==> config.mk <==
export PLATFORM = sky130hd
export DESIGN_NAME = ultrasonic_range_controller
export DESIGN_NICKNAME = d
export VERILOG_FILES = /design/src/design/urc_pkg.sv /design/src/design/urc_cfg.sv /design/src/design/urc_ctrl.sv /design/src/design/urc_conv.sv /design/src/design/ultrasonic_range_controller.sv
export SDC_FILE = /design/constraint.sdc
export NUM_CORES = 1
export LEC_CHECK = 0
export BUFFER_PORTS_ARGS = -buffer_cell sky130_fd_sc_hd__buf_2
export CAP_MARGIN = 20
export CORE_MARGIN = 5
export CORE_UTILIZATION = 25
export CTS_BUF_LIST = sky130_fd_sc_hd__clkbuf_4 sky130_fd_sc_hd__clkbuf_8
export DETAILED_ROUTE_END_ITERATION = 10
export HOLD_SLACK_MARGIN = 0.1
export SETUP_SLACK_MARGIN = 0.02
export SYNTH_ARGS = -nofsm -noshare
export SYNTH_HDL_FRONTEND = slang
export SYNTH_HIERARCHICAL = 1
export SYNTH_SLANG_ARGS = --single-unit
==> constraint.sdc <==
create_clock -name clk_i -period 17.3 [get_ports clk_i]
set_input_delay 1.73 -clock clk_i [delete_from_list [all_inputs] [get_ports clk_i]]
set_output_delay 1.73 -clock clk_i [all_outputs]
set_load 0.05 [all_outputs]
==> src/design/urc_pkg.sv <==
// package for the ultrasonic range controller
// word types, configuration layout and reset values; no dependencies
`timescale 1ns / 1ps

package urc_pkg;

  localparam int unsigned CounterWidthDef = 16;
  localparam int unsigned PreLowTicksDef  = 3;

  // 2/3 us per tick and 58 us per cm give 87 ticks per cm
  localparam int unsigned TicksPerCm = 87;

  localparam int unsigned CfgAddrW = 3;
  localparam int unsigned CfgDataW = 16;

  localparam logic [15:0] ShortTimeoutRst  = 16'd15000;
  localparam logic [15:0] EchoTimeoutRst   = 16'd45000;
  localparam logic [7:0]  TrigHighRst      = 8'd15;
  localparam logic [9:0]  MinDistRst       = 10'd2;
  localparam logic [9:0]  MaxDistRst       = 10'd400;
  localparam logic [9:0]  TimeoutDistRst   = 10'd999;
  localparam logic [9:0]  ObstThresholdRst = 10'd20;

  typedef enum logic [CfgAddrW-1:0] {
    CfgShortTimeout  = 3'd0,
    CfgEchoTimeout   = 3'd1,
    CfgTrigHigh      = 3'd2,
    CfgMinDist       = 3'd3,
    CfgMaxDist       = 3'd4,
    CfgTimeoutDist   = 3'd5,
    CfgObstThreshold = 3'd6
  } cfg_idx_e;

  typedef struct packed {
    logic [15:0] short_wait_ticks;
    logic [15:0] echo_timeout_ticks;
    logic [7:0]  trigger_high_ticks;
    logic [9:0]  min_distance_cm;
    logic [9:0]  max_distance_cm;
    logic [9:0]  timeout_distance_cm;
    logic [9:0]  obstacle_threshold_cm;
  } cfg_t;

  typedef struct packed {
    logic tick;
    logic start_req;
    logic sensor_select;
    logic echo_front;
    logic echo_rear;
  } in_t;

  typedef struct packed {
    logic       trigger;
    logic       busy_res;
    logic       done_res;
    logic       done_sensor;
    logic [9:0] distance_cm;
    logic       timed_out;
    logic       obstacle;
  } out_t;

  // control stage result handed to the conversion stage
  typedef struct packed {
    logic trigger;
    logic busy;
    logic done;
    logic sensor;
    logic tmo;
  } ctrl_t;

endpackage

==> src/design/urc_cfg.sv <==
// configuration register file of the range controller
// depends on urc_pkg
`timescale 1ns / 1ps

module urc_cfg import urc_pkg::*; (
  input  logic                clk_i,
  input  logic                rst_ni,
  input  logic                cfg_valid_i,
  input  logic [CfgAddrW-1:0] cfg_addr_i,
  input  logic [CfgDataW-1:0] cfg_data_i,
  output cfg_t                cfg_o
);

  cfg_t cfg_q;

  always_ff @(posedge clk_i or negedge rst_ni) begin
    if (!rst_ni) begin
      cfg_q.short_wait_ticks      <= ShortTimeoutRst;
      cfg_q.echo_timeout_ticks    <= EchoTimeoutRst;
      cfg_q.trigger_high_ticks    <= TrigHighRst;
      cfg_q.min_distance_cm       <= MinDistRst;
      cfg_q.max_distance_cm       <= MaxDistRst;
      cfg_q.timeout_distance_cm   <= TimeoutDistRst;
      cfg_q.obstacle_threshold_cm <= ObstThresholdRst;
    end else if (cfg_valid_i) begin
      unique case (cfg_idx_e'(cfg_addr_i))
        CfgShortTimeout:  cfg_q.short_wait_ticks      <= cfg_data_i;
        CfgEchoTimeout:   cfg_q.echo_timeout_ticks    <= cfg_data_i;
        CfgTrigHigh:      cfg_q.trigger_high_ticks    <= cfg_data_i[7:0];
        CfgMinDist:       cfg_q.min_distance_cm       <= cfg_data_i[9:0];
        CfgMaxDist:       cfg_q.max_distance_cm       <= cfg_data_i[9:0];
        CfgTimeoutDist:   cfg_q.timeout_distance_cm   <= cfg_data_i[9:0];
        CfgObstThreshold: cfg_q.obstacle_threshold_cm <= cfg_data_i[9:0];
        default: ;
      endcase
    end
  end

  assign cfg_o = cfg_q;

endmodule

==> src/design/urc_ctrl.sv <==
// measurement sequencer: trigger pulse, echo waits, pulse timing
// depends on urc_pkg
`timescale 1ns / 1ps

module urc_ctrl import urc_pkg::*; #(
  parameter int unsigned CounterWidth = CounterWidthDef,
  parameter int unsigned PreLowTicks  = PreLowTicksDef
) (
  input  logic                    clk_i,
  input  logic                    rst_ni,
  input  logic                    step_i,
  input  in_t                     in_i,
  input  cfg_t                    cfg_i,
  output ctrl_t                   ctrl_o,
  output logic [CounterWidth-1:0] pulse_o
);

  typedef enum logic [2:0] {
    PhIdle,
    PhWaitLow,
    PhTrigLow,
    PhTrigHigh,
    PhWaitHigh,
    PhMeasure
  } phase_e;

  localparam int unsigned CmpW = (CounterWidth > 16) ? CounterWidth : 16;
  localparam logic [CounterWidth-1:0] CntMax = {CounterWidth{1'b1}};

  phase_e                  phase_q, phase_d;
  logic [CounterWidth-1:0] elapsed_q, elapsed_d;
  logic                    sensor_q, sensor_d;
  ctrl_t                   ctrl_q, ctrl_d;
  logic [CounterWidth-1:0] pulse_q, pulse_d;

  logic                    echo;
  logic                    at_short, at_echo;
  logic [CounterWidth-1:0] delay_cnt;
  logic [CounterWidth-1:0] elapsed_inc;

  assign at_short = (CmpW'(elapsed_q) >= CmpW'(cfg_i.short_wait_ticks))
                    || (elapsed_q == CntMax);
  assign at_echo  = (CmpW'(elapsed_q) >= CmpW'(cfg_i.echo_timeout_ticks))
                    || (elapsed_q == CntMax);
  assign elapsed_inc = elapsed_q + CounterWidth'(1);
  assign delay_cnt   = (elapsed_q != CntMax) ? elapsed_inc : elapsed_q;

  always_comb begin
    phase_d   = phase_q;
    elapsed_d = elapsed_q;
    sensor_d  = sensor_q;
    ctrl_d    = '0;
    pulse_d   = '0;
    echo      = sensor_q ? in_i.echo_rear : in_i.echo_front;

    unique case (phase_q)
      PhIdle: begin
        if (in_i.start_req) begin
          sensor_d  = in_i.sensor_select;
          echo      = in_i.sensor_select ? in_i.echo_rear : in_i.echo_front;
          elapsed_d = '0;
          phase_d   = echo ? PhWaitLow : PhTrigLow;
        end
      end
      PhWaitLow: begin
        if (!echo) begin
          phase_d   = PhTrigLow;
          elapsed_d = '0;
        end else if (in_i.tick) begin
          if (at_short) begin
            ctrl_d.done = 1'b1;
            ctrl_d.tmo  = 1'b1;
          end else begin
            elapsed_d = elapsed_inc;
          end
        end
      end
      PhTrigLow: begin
        if (in_i.tick) begin
          if (delay_cnt >= CounterWidth'(PreLowTicks)) begin
            phase_d   = PhTrigHigh;
            elapsed_d = '0;
          end else begin
            elapsed_d = delay_cnt;
          end
        end
      end
      PhTrigHigh: begin
        if (in_i.tick) begin
          if (delay_cnt >= CounterWidth'(cfg_i.trigger_high_ticks)) begin
            phase_d   = PhWaitHigh;
            elapsed_d = '0;
          end else begin
            elapsed_d = delay_cnt;
          end
        end
      end
      PhWaitHigh: begin
        if (echo) begin
          phase_d   = PhMeasure;
          elapsed_d = '0;
        end else if (in_i.tick) begin
          if (at_short) begin
            ctrl_d.done = 1'b1;
            ctrl_d.tmo  = 1'b1;
          end else begin
            elapsed_d = elapsed_inc;
          end
        end
      end
      PhMeasure: begin
        if (!echo) begin
          ctrl_d.done = 1'b1;
          pulse_d     = elapsed_q;
        end else if (in_i.tick) begin
          if (at_echo) begin
            ctrl_d.done = 1'b1;
            ctrl_d.tmo  = 1'b1;
          end else begin
            elapsed_d = elapsed_inc;
          end
        end
      end
      default: begin
        phase_d = PhIdle;
      end
    endcase

    if (ctrl_d.done) begin
      phase_d   = PhIdle;
      elapsed_d = '0;
    end

    ctrl_d.sensor  = ctrl_d.done & sensor_d;
    ctrl_d.trigger = (phase_d == PhTrigHigh);
    ctrl_d.busy    = (phase_d != PhIdle);
  end

  always_ff @(posedge clk_i or negedge rst_ni) begin
    if (!rst_ni) begin
      phase_q   <= PhIdle;
      elapsed_q <= '0;
      sensor_q  <= 1'b0;
      ctrl_q    <= '0;
    end else if (step_i) begin
      phase_q   <= phase_d;
      elapsed_q <= elapsed_d;
      sensor_q  <= sensor_d;
      ctrl_q    <= ctrl_d;
    end
  end

  always_ff @(posedge clk_i) begin
    if (step_i) begin
      pulse_q <= pulse_d;
    end
  end

  assign ctrl_o  = ctrl_q;
  assign pulse_o = pulse_q;

endmodule

==> src/design/urc_conv.sv <==
// pulse width to distance conversion and range checks
// depends on urc_pkg; divide by 87 done as a reciprocal multiply
`timescale 1ns / 1ps

module urc_conv import urc_pkg::*; #(
  parameter int unsigned CounterWidth = CounterWidthDef
) (
  input  ctrl_t                   ctrl_i,
  input  logic [CounterWidth-1:0] pulse_i,
  input  cfg_t                    cfg_i,
  output out_t                    res_o
);

  // exact floor(p / 87) for every p below 2**CounterWidth
  localparam int unsigned Shift = CounterWidth + 7;
  localparam longint unsigned RecipL =
    ((longint'(1) << Shift) + longint'(TicksPerCm) - 1) / longint'(TicksPerCm);
  localparam logic [CounterWidth:0] Recip = RecipL[CounterWidth:0];
  localparam int unsigned ProdW = 2 * CounterWidth + 1;
  localparam int unsigned QuotW = CounterWidth - 6;
  localparam int unsigned DistW = (QuotW > 10) ? QuotW : 10;

  logic [ProdW-1:0] prod;
  logic [QuotW-1:0] quot;
  logic [DistW-1:0] clamped;
  logic             short_pulse;
  logic             tmo;
  logic [9:0]       range_cm;

  assign prod        = ProdW'(pulse_i) * ProdW'(Recip);
  assign quot        = prod[Shift +: QuotW];
  assign short_pulse = (pulse_i < CounterWidth'(2));
  assign clamped     = (DistW'(quot) < DistW'(cfg_i.min_distance_cm)) ?
                       DistW'(cfg_i.min_distance_cm) : DistW'(quot);

  always_comb begin
    tmo      = ctrl_i.tmo || short_pulse || (clamped > DistW'(cfg_i.max_distance_cm));
    range_cm = tmo ? cfg_i.timeout_distance_cm : clamped[9:0];
    if (!ctrl_i.done) begin
      tmo      = 1'b0;
      range_cm = '0;
    end
    res_o.trigger     = ctrl_i.trigger;
    res_o.busy_res    = ctrl_i.busy;
    res_o.done_res    = ctrl_i.done;
    res_o.done_sensor = ctrl_i.sensor;
    res_o.distance_cm = range_cm;
    res_o.timed_out   = tmo;
    res_o.obstacle    = ctrl_i.done && (range_cm < cfg_i.timeout_distance_cm)
                        && (range_cm <= cfg_i.obstacle_threshold_cm);
  end

endmodule

==> src/design/ultrasonic_range_controller.sv <==
// ultrasonic range controller top level: one result word per input word
// each input word passes the input, control stage and output registers in turn
// throughput: one word per cycle; all stages stall together while the output is held
// config writes take effect on the next cycle; the register file resets to its defaults
// reset clears the sequencer to idle and empties every stage
// depends on urc_pkg, urc_cfg, urc_ctrl, urc_conv
`timescale 1ns / 1ps

module ultrasonic_range_controller import urc_pkg::*; #(
  parameter int unsigned CounterWidth = CounterWidthDef,
  parameter int unsigned PreLowTicks  = PreLowTicksDef
) (
  input  logic                clk_i,
  input  logic                rst_ni,
  input  logic                in_valid_i,
  output logic                in_ready_o,
  input  in_t                 in_data_i,
  output logic                out_valid_o,
  input  logic                out_ready_i,
  output out_t                out_data_o,
  input  logic                cfg_valid_i,
  output logic                cfg_ready_o,
  input  logic [CfgAddrW-1:0] cfg_addr_i,
  input  logic [CfgDataW-1:0] cfg_data_i
);

  logic                    adv;
  logic                    s1_valid_q, s2_valid_q, out_valid_q;
  in_t                     in_q;
  out_t                    out_q;
  cfg_t                    cfg;
  ctrl_t                   ctrl;
  logic [CounterWidth-1:0] pulse;
  out_t                    res;

  assign adv         = !out_valid_q || out_ready_i;
  assign in_ready_o  = adv;
  assign cfg_ready_o = 1'b1;

  urc_cfg u_cfg (
    .clk_i       (clk_i),
    .rst_ni      (rst_ni),
    .cfg_valid_i (cfg_valid_i),
    .cfg_addr_i  (cfg_addr_i),
    .cfg_data_i  (cfg_data_i),
    .cfg_o       (cfg)
  );

  urc_ctrl #(
    .CounterWidth (CounterWidth),
    .PreLowTicks  (PreLowTicks)
  ) u_ctrl (
    .clk_i   (clk_i),
    .rst_ni  (rst_ni),
    .step_i  (adv && s1_valid_q),
    .in_i    (in_q),
    .cfg_i   (cfg),
    .ctrl_o  (ctrl),
    .pulse_o (pulse)
  );

  urc_conv #(
    .CounterWidth (CounterWidth)
  ) u_conv (
    .ctrl_i  (ctrl),
    .pulse_i (pulse),
    .cfg_i   (cfg),
    .res_o   (res)
  );

  always_ff @(posedge clk_i or negedge rst_ni) begin
    if (!rst_ni) begin
      s1_valid_q  <= 1'b0;
      s2_valid_q  <= 1'b0;
      out_valid_q <= 1'b0;
    end else if (adv) begin
      s1_valid_q  <= in_valid_i;
      s2_valid_q  <= s1_valid_q;
      out_valid_q <= s2_valid_q;
    end
  end

  always_ff @(posedge clk_i) begin
    if (adv && in_valid_i) begin
      in_q <= in_data_i;
    end
    if (adv && s2_valid_q) begin
      out_q <= res;
    end
  end

  assign out_valid_o = out_valid_q;
  assign out_data_o  = out_q;

  // a completed measurement leaves the sequencer idle
  assert property (@(posedge clk_i) disable iff (!rst_ni)
    out_valid_o && out_data_o.done_res |-> !out_data_o.busy_res)
    else $error("done word reports busy");

  // trigger is only driven during a measurement
  assert property (@(posedge clk_i) disable iff (!rst_ni)
    out_valid_o && out_data_o.trigger |-> out_data_o.busy_res)
    else $error("trigger high while idle");

  // result flags only on a done word
  assert property (@(posedge clk_i) disable iff (!rst_ni)
    out_valid_o && (out_data_o.timed_out || out_data_o.obstacle) |-> out_data_o.done_res)
    else $error("result flag without done");

  // the pipeline only stalls on a held output word
  assert property (@(posedge clk_i) disable iff (!rst_ni)
    !in_ready_o |-> out_valid_o && !out_ready_i)
    else $error("input stalled without output back-pressure");

endmodule
==> summary.txt <==
Setup path
  – Element type at the critical path start: flip-flop
  – CP arrival: 11,750 ps
  – Register-to-Register Setup Slack: 5870 ps
  – Dominant cell type by count on the critical path: sky130_fd_sc_hd__fa_1
  – Max Fanout on Critical Path: 20
  – Critical Path Start: u_ctrl/pulse_o[4]
  – Worst setup path end: out_data_o[0]
  – Critical path class: reg2reg
  – Worst stage delay on the critical path: 930 ps
  – Family of cells with the greatest summed delay on the critical path: adder cells
  – Number of logic stages on the critical path including buffering: 38
  – Terminus of the critical flop-to-flop path: out_data_o[0]
  – R2r startpoint: u_ctrl/pulse_o[4]
  – Buffer and inverter count on the worst path: 4
  – Cell depth of the worst flop-to-flop path: 38
  – Endpoint class of the critical path: flip-flop
  – Critical path data required time: 17,630 ps
  – Slowest stage cell, crit path: sky130_fd_sc_hd__a211oi_2

Layout
  – Top library cells by usage in the layout, fill and taps aside: sky130_fd_sc_hd__ha_1, sky130_fd_sc_hd__inv_1, sky130_fd_sc_hd__mux2_2
  – Antenna fix cells: 0
  – Layout cell share with drive strength beyond 1: 0.195
  – Area grow syn2layout: 10.1%
  – Final std cells w/o fill: 2,010
  – Finished layout cell area: 0.0147 mm2
  – Net count, final: 1,630
  – Most common library cell in the layout ignoring fill and taps: sky130_fd_sc_hd__ha_1
  – Number of fillers in the final layout: 5,502

Route
  – First drt pass iteration count: 5
  – Detailed Route Iter0 Violations: 714
  – Vias per Instance: 4.77
  – Total length of routed wires: 31,500 um
  – Antenna-violating nets left: 0
  – Final routed DRC violation total: 0
  – Average wire length per cell after detail routing: 15.7 um
  – Number of vias in the routed layout: 9,581

Clock network
  – Sink count of the clock tree: 145
  – Latest clock arrival within the worst-skew pair: 480 ps
  – Clock input transition at the sequential cells of the worst setup and hold paths: 90 ps
  – CTS Buffer Depth: 2
  – Number of CTS-inserted buffers: 17
  – Post CTS Setup Buffer Count: 0
  – Post-CTS Resized: 0
  – CTS HTree Levels: 4
  – Clock tree from TritonCTS: yes
  – Clk Tree Root Cell: sky130_fd_sc_hd__clkbuf_8
  – Count of hold-fix buffers inserted at cts: 0

Timing
  – Final Setup Violations: 0
  – Post-route fraction of the period consumed by the critical path: 0.661
  – Final clock skew: 15.0 ps
  – Fmax achieved: 87.5 MHz
  – Total count of hold-check failures in the final report: 0
  – Final critical-path required period: 11,430 ps
  – Number of pins exceeding their max-slew limit in the final report: 0
  – Setup repair after global routing missed its margin: no
  – Actual slew at the worst max-slew pin: 1100 ps
  – Accumulated negative setup slack: 0 ps
  – Worst max-slew margin expressed relative to the limit: 0.268

Place
  – Weighted congestion at the end of routability-driven global placement: 0.887
  – HPWL after detailed placement: 25,300 um
  – Cells after DPL: 1,975
  – Input/output buffers: 46
  – Placed Area: 0.0142 mm2

Yosys
  – Dominant cells by area after synthesis: sky130_fd_sc_hd__ha_1, sky130_fd_sc_hd__dfrtp_1, sky130_fd_sc_hd__fa_1
  – Net count after synthesis: 1,601
  – Share of the synthesized area in the top cell type: 0.201
  – Async SR Flop Fraction: 0.745
  – Synthesized area: 0.0134 mm2
  – Instance count of the mapped netlist: 1,280
  – Number of synthesized flops with an enable pin: 37
  – Number of unique standard cell types used by synthesis: 95
  – Flip-flop cell with the highest count after synthesis: sky130_fd_sc_hd__dfrtp_1
  – Post-synthesis average cell area: 10.4 um2
  – FF+latch count, synth: 145
  – Total of warnings raised by yosys: 6
  – Cell taking the most area after synthesis: sky130_fd_sc_hd__ha_1
  – Sequential fraction of the synthesis area: 0.288

Global routing
  – GRT Residual Overflow: 0
  – Wire length of the first global-routing pass: 51,500 um
  – Pin count of the biggest net entering global routing: 77
  – Initial antenna violation count: 1
  – Number of global-route vias before repair: 9,827
  – Global router's overall resource usage: 0.109

Floorplanning
  – Initial Utilization: 0.253
  – Row cnt: 84
  – Area of the die: 0.0582 mm2
  – Die boundary height: 241 um
  – Width of the chip: 241 um
  – Total I/O pin count: 48
  – Core region area: 0.0528 mm2

Status
  – Result of the run: finished clean

Run
  – Max-Cap Viols: 0

Worst hold path
  – Hold Crit Class: reg2reg
Yosys cell counts, drive strengths merged, types with 21 or more instances:
cell and n:
ha 215, inv 212, mux2 93, fa 77
dfrtp 74, nand2 69, o21ai 55, a21oi 52
nor2 39, edfxtp 37, dfstp 34, buf 29
nand3 28, and3 23, nand4 21
final cells by class:
cell class	instances	area, um2	share of cell area
tap	688	861	0.0585
clock inverter	13	174	0.0118
clock buffer	19	255	0.0173
inverter	213	800	0.0543
timing repair buffer	51	298	0.0202
sequential	145	3860	0.262
multi-input combinational	881	8480	0.576
cell families after synthesis:
kind of cell | after synthesis | share of synthesized area
xor gates and xnor gates | 16 | 0.0105
and+or+nand+nor | 250 | 0.106
adders and majority gates | 292 | 0.317
other | 1 | 0.000281
DFF | 145 | 0.288
muxes | 97 | 0.0830
AOI/OAI and AO/OA | 225 | 0.116
buffers and inverters | 254 | 0.0786
per-stage QoR:
step	hold WS, ps	worst slack [ps]	utilization
after floorplan	449	7620	-
after global placement	441	6340	0.270
after detailed placement	448	6020	0.270
after CTS	468	6000	0.278
after global routing	475	5190	0.279
final	464	5870	0.279
worst min path at each step:
stage,endpoint,from,cells after the start
global route,out_data_o[12],u_ctrl/ctrl_o[1],0
finish,out_data_o[12],u_ctrl/ctrl_o[1],0
CTS,out_data_o[12],u_ctrl/ctrl_o[1],0
floorplan,out_valid_o,s2_valid_q,1
detailed placement,out_data_o[12],u_ctrl/ctrl_o[1],0
global placement,out_data_o[14],u_ctrl/ctrl_o[3],0
per-layer routing:
layer / GRT usage / vias to the layer above / routed length, um
met5: 0 / - / 0
met4: 0.0400 / 0 / 860
met3: 0.0125 / 47 / 1180
met2: 0.182 / 239 / 15100
met1: 0.147 / 4730 / 14300
li1: - / 4565 / -
worst register-to-register path, delay by kind of cell (launching register included):
family | cells | cell delay, ps
compound gates | 14 | 4090
xor+xnor | 1 | 250
fa+ha+maj | 10 | 4370
buf+inv | 4 | 200
flops | 1 | 530
mux | 1 | 380
simple gates | 8 | 1450
state kept, by name (all words and copies together), names as in the netlist, 3 cells and up:
register / flops
u_ctrl/pulse_o: 16
u_cfg/cfg_o: 80
out_data_o: 16
u_ctrl/elapsed_q: 16
u_ctrl/phase_q: 3
u_ctrl/ctrl_o: 5
in_q: 5
Power is not shown: default switching activity piles up to over one toggle a cycle in this logic, so the estimate is an artifact.
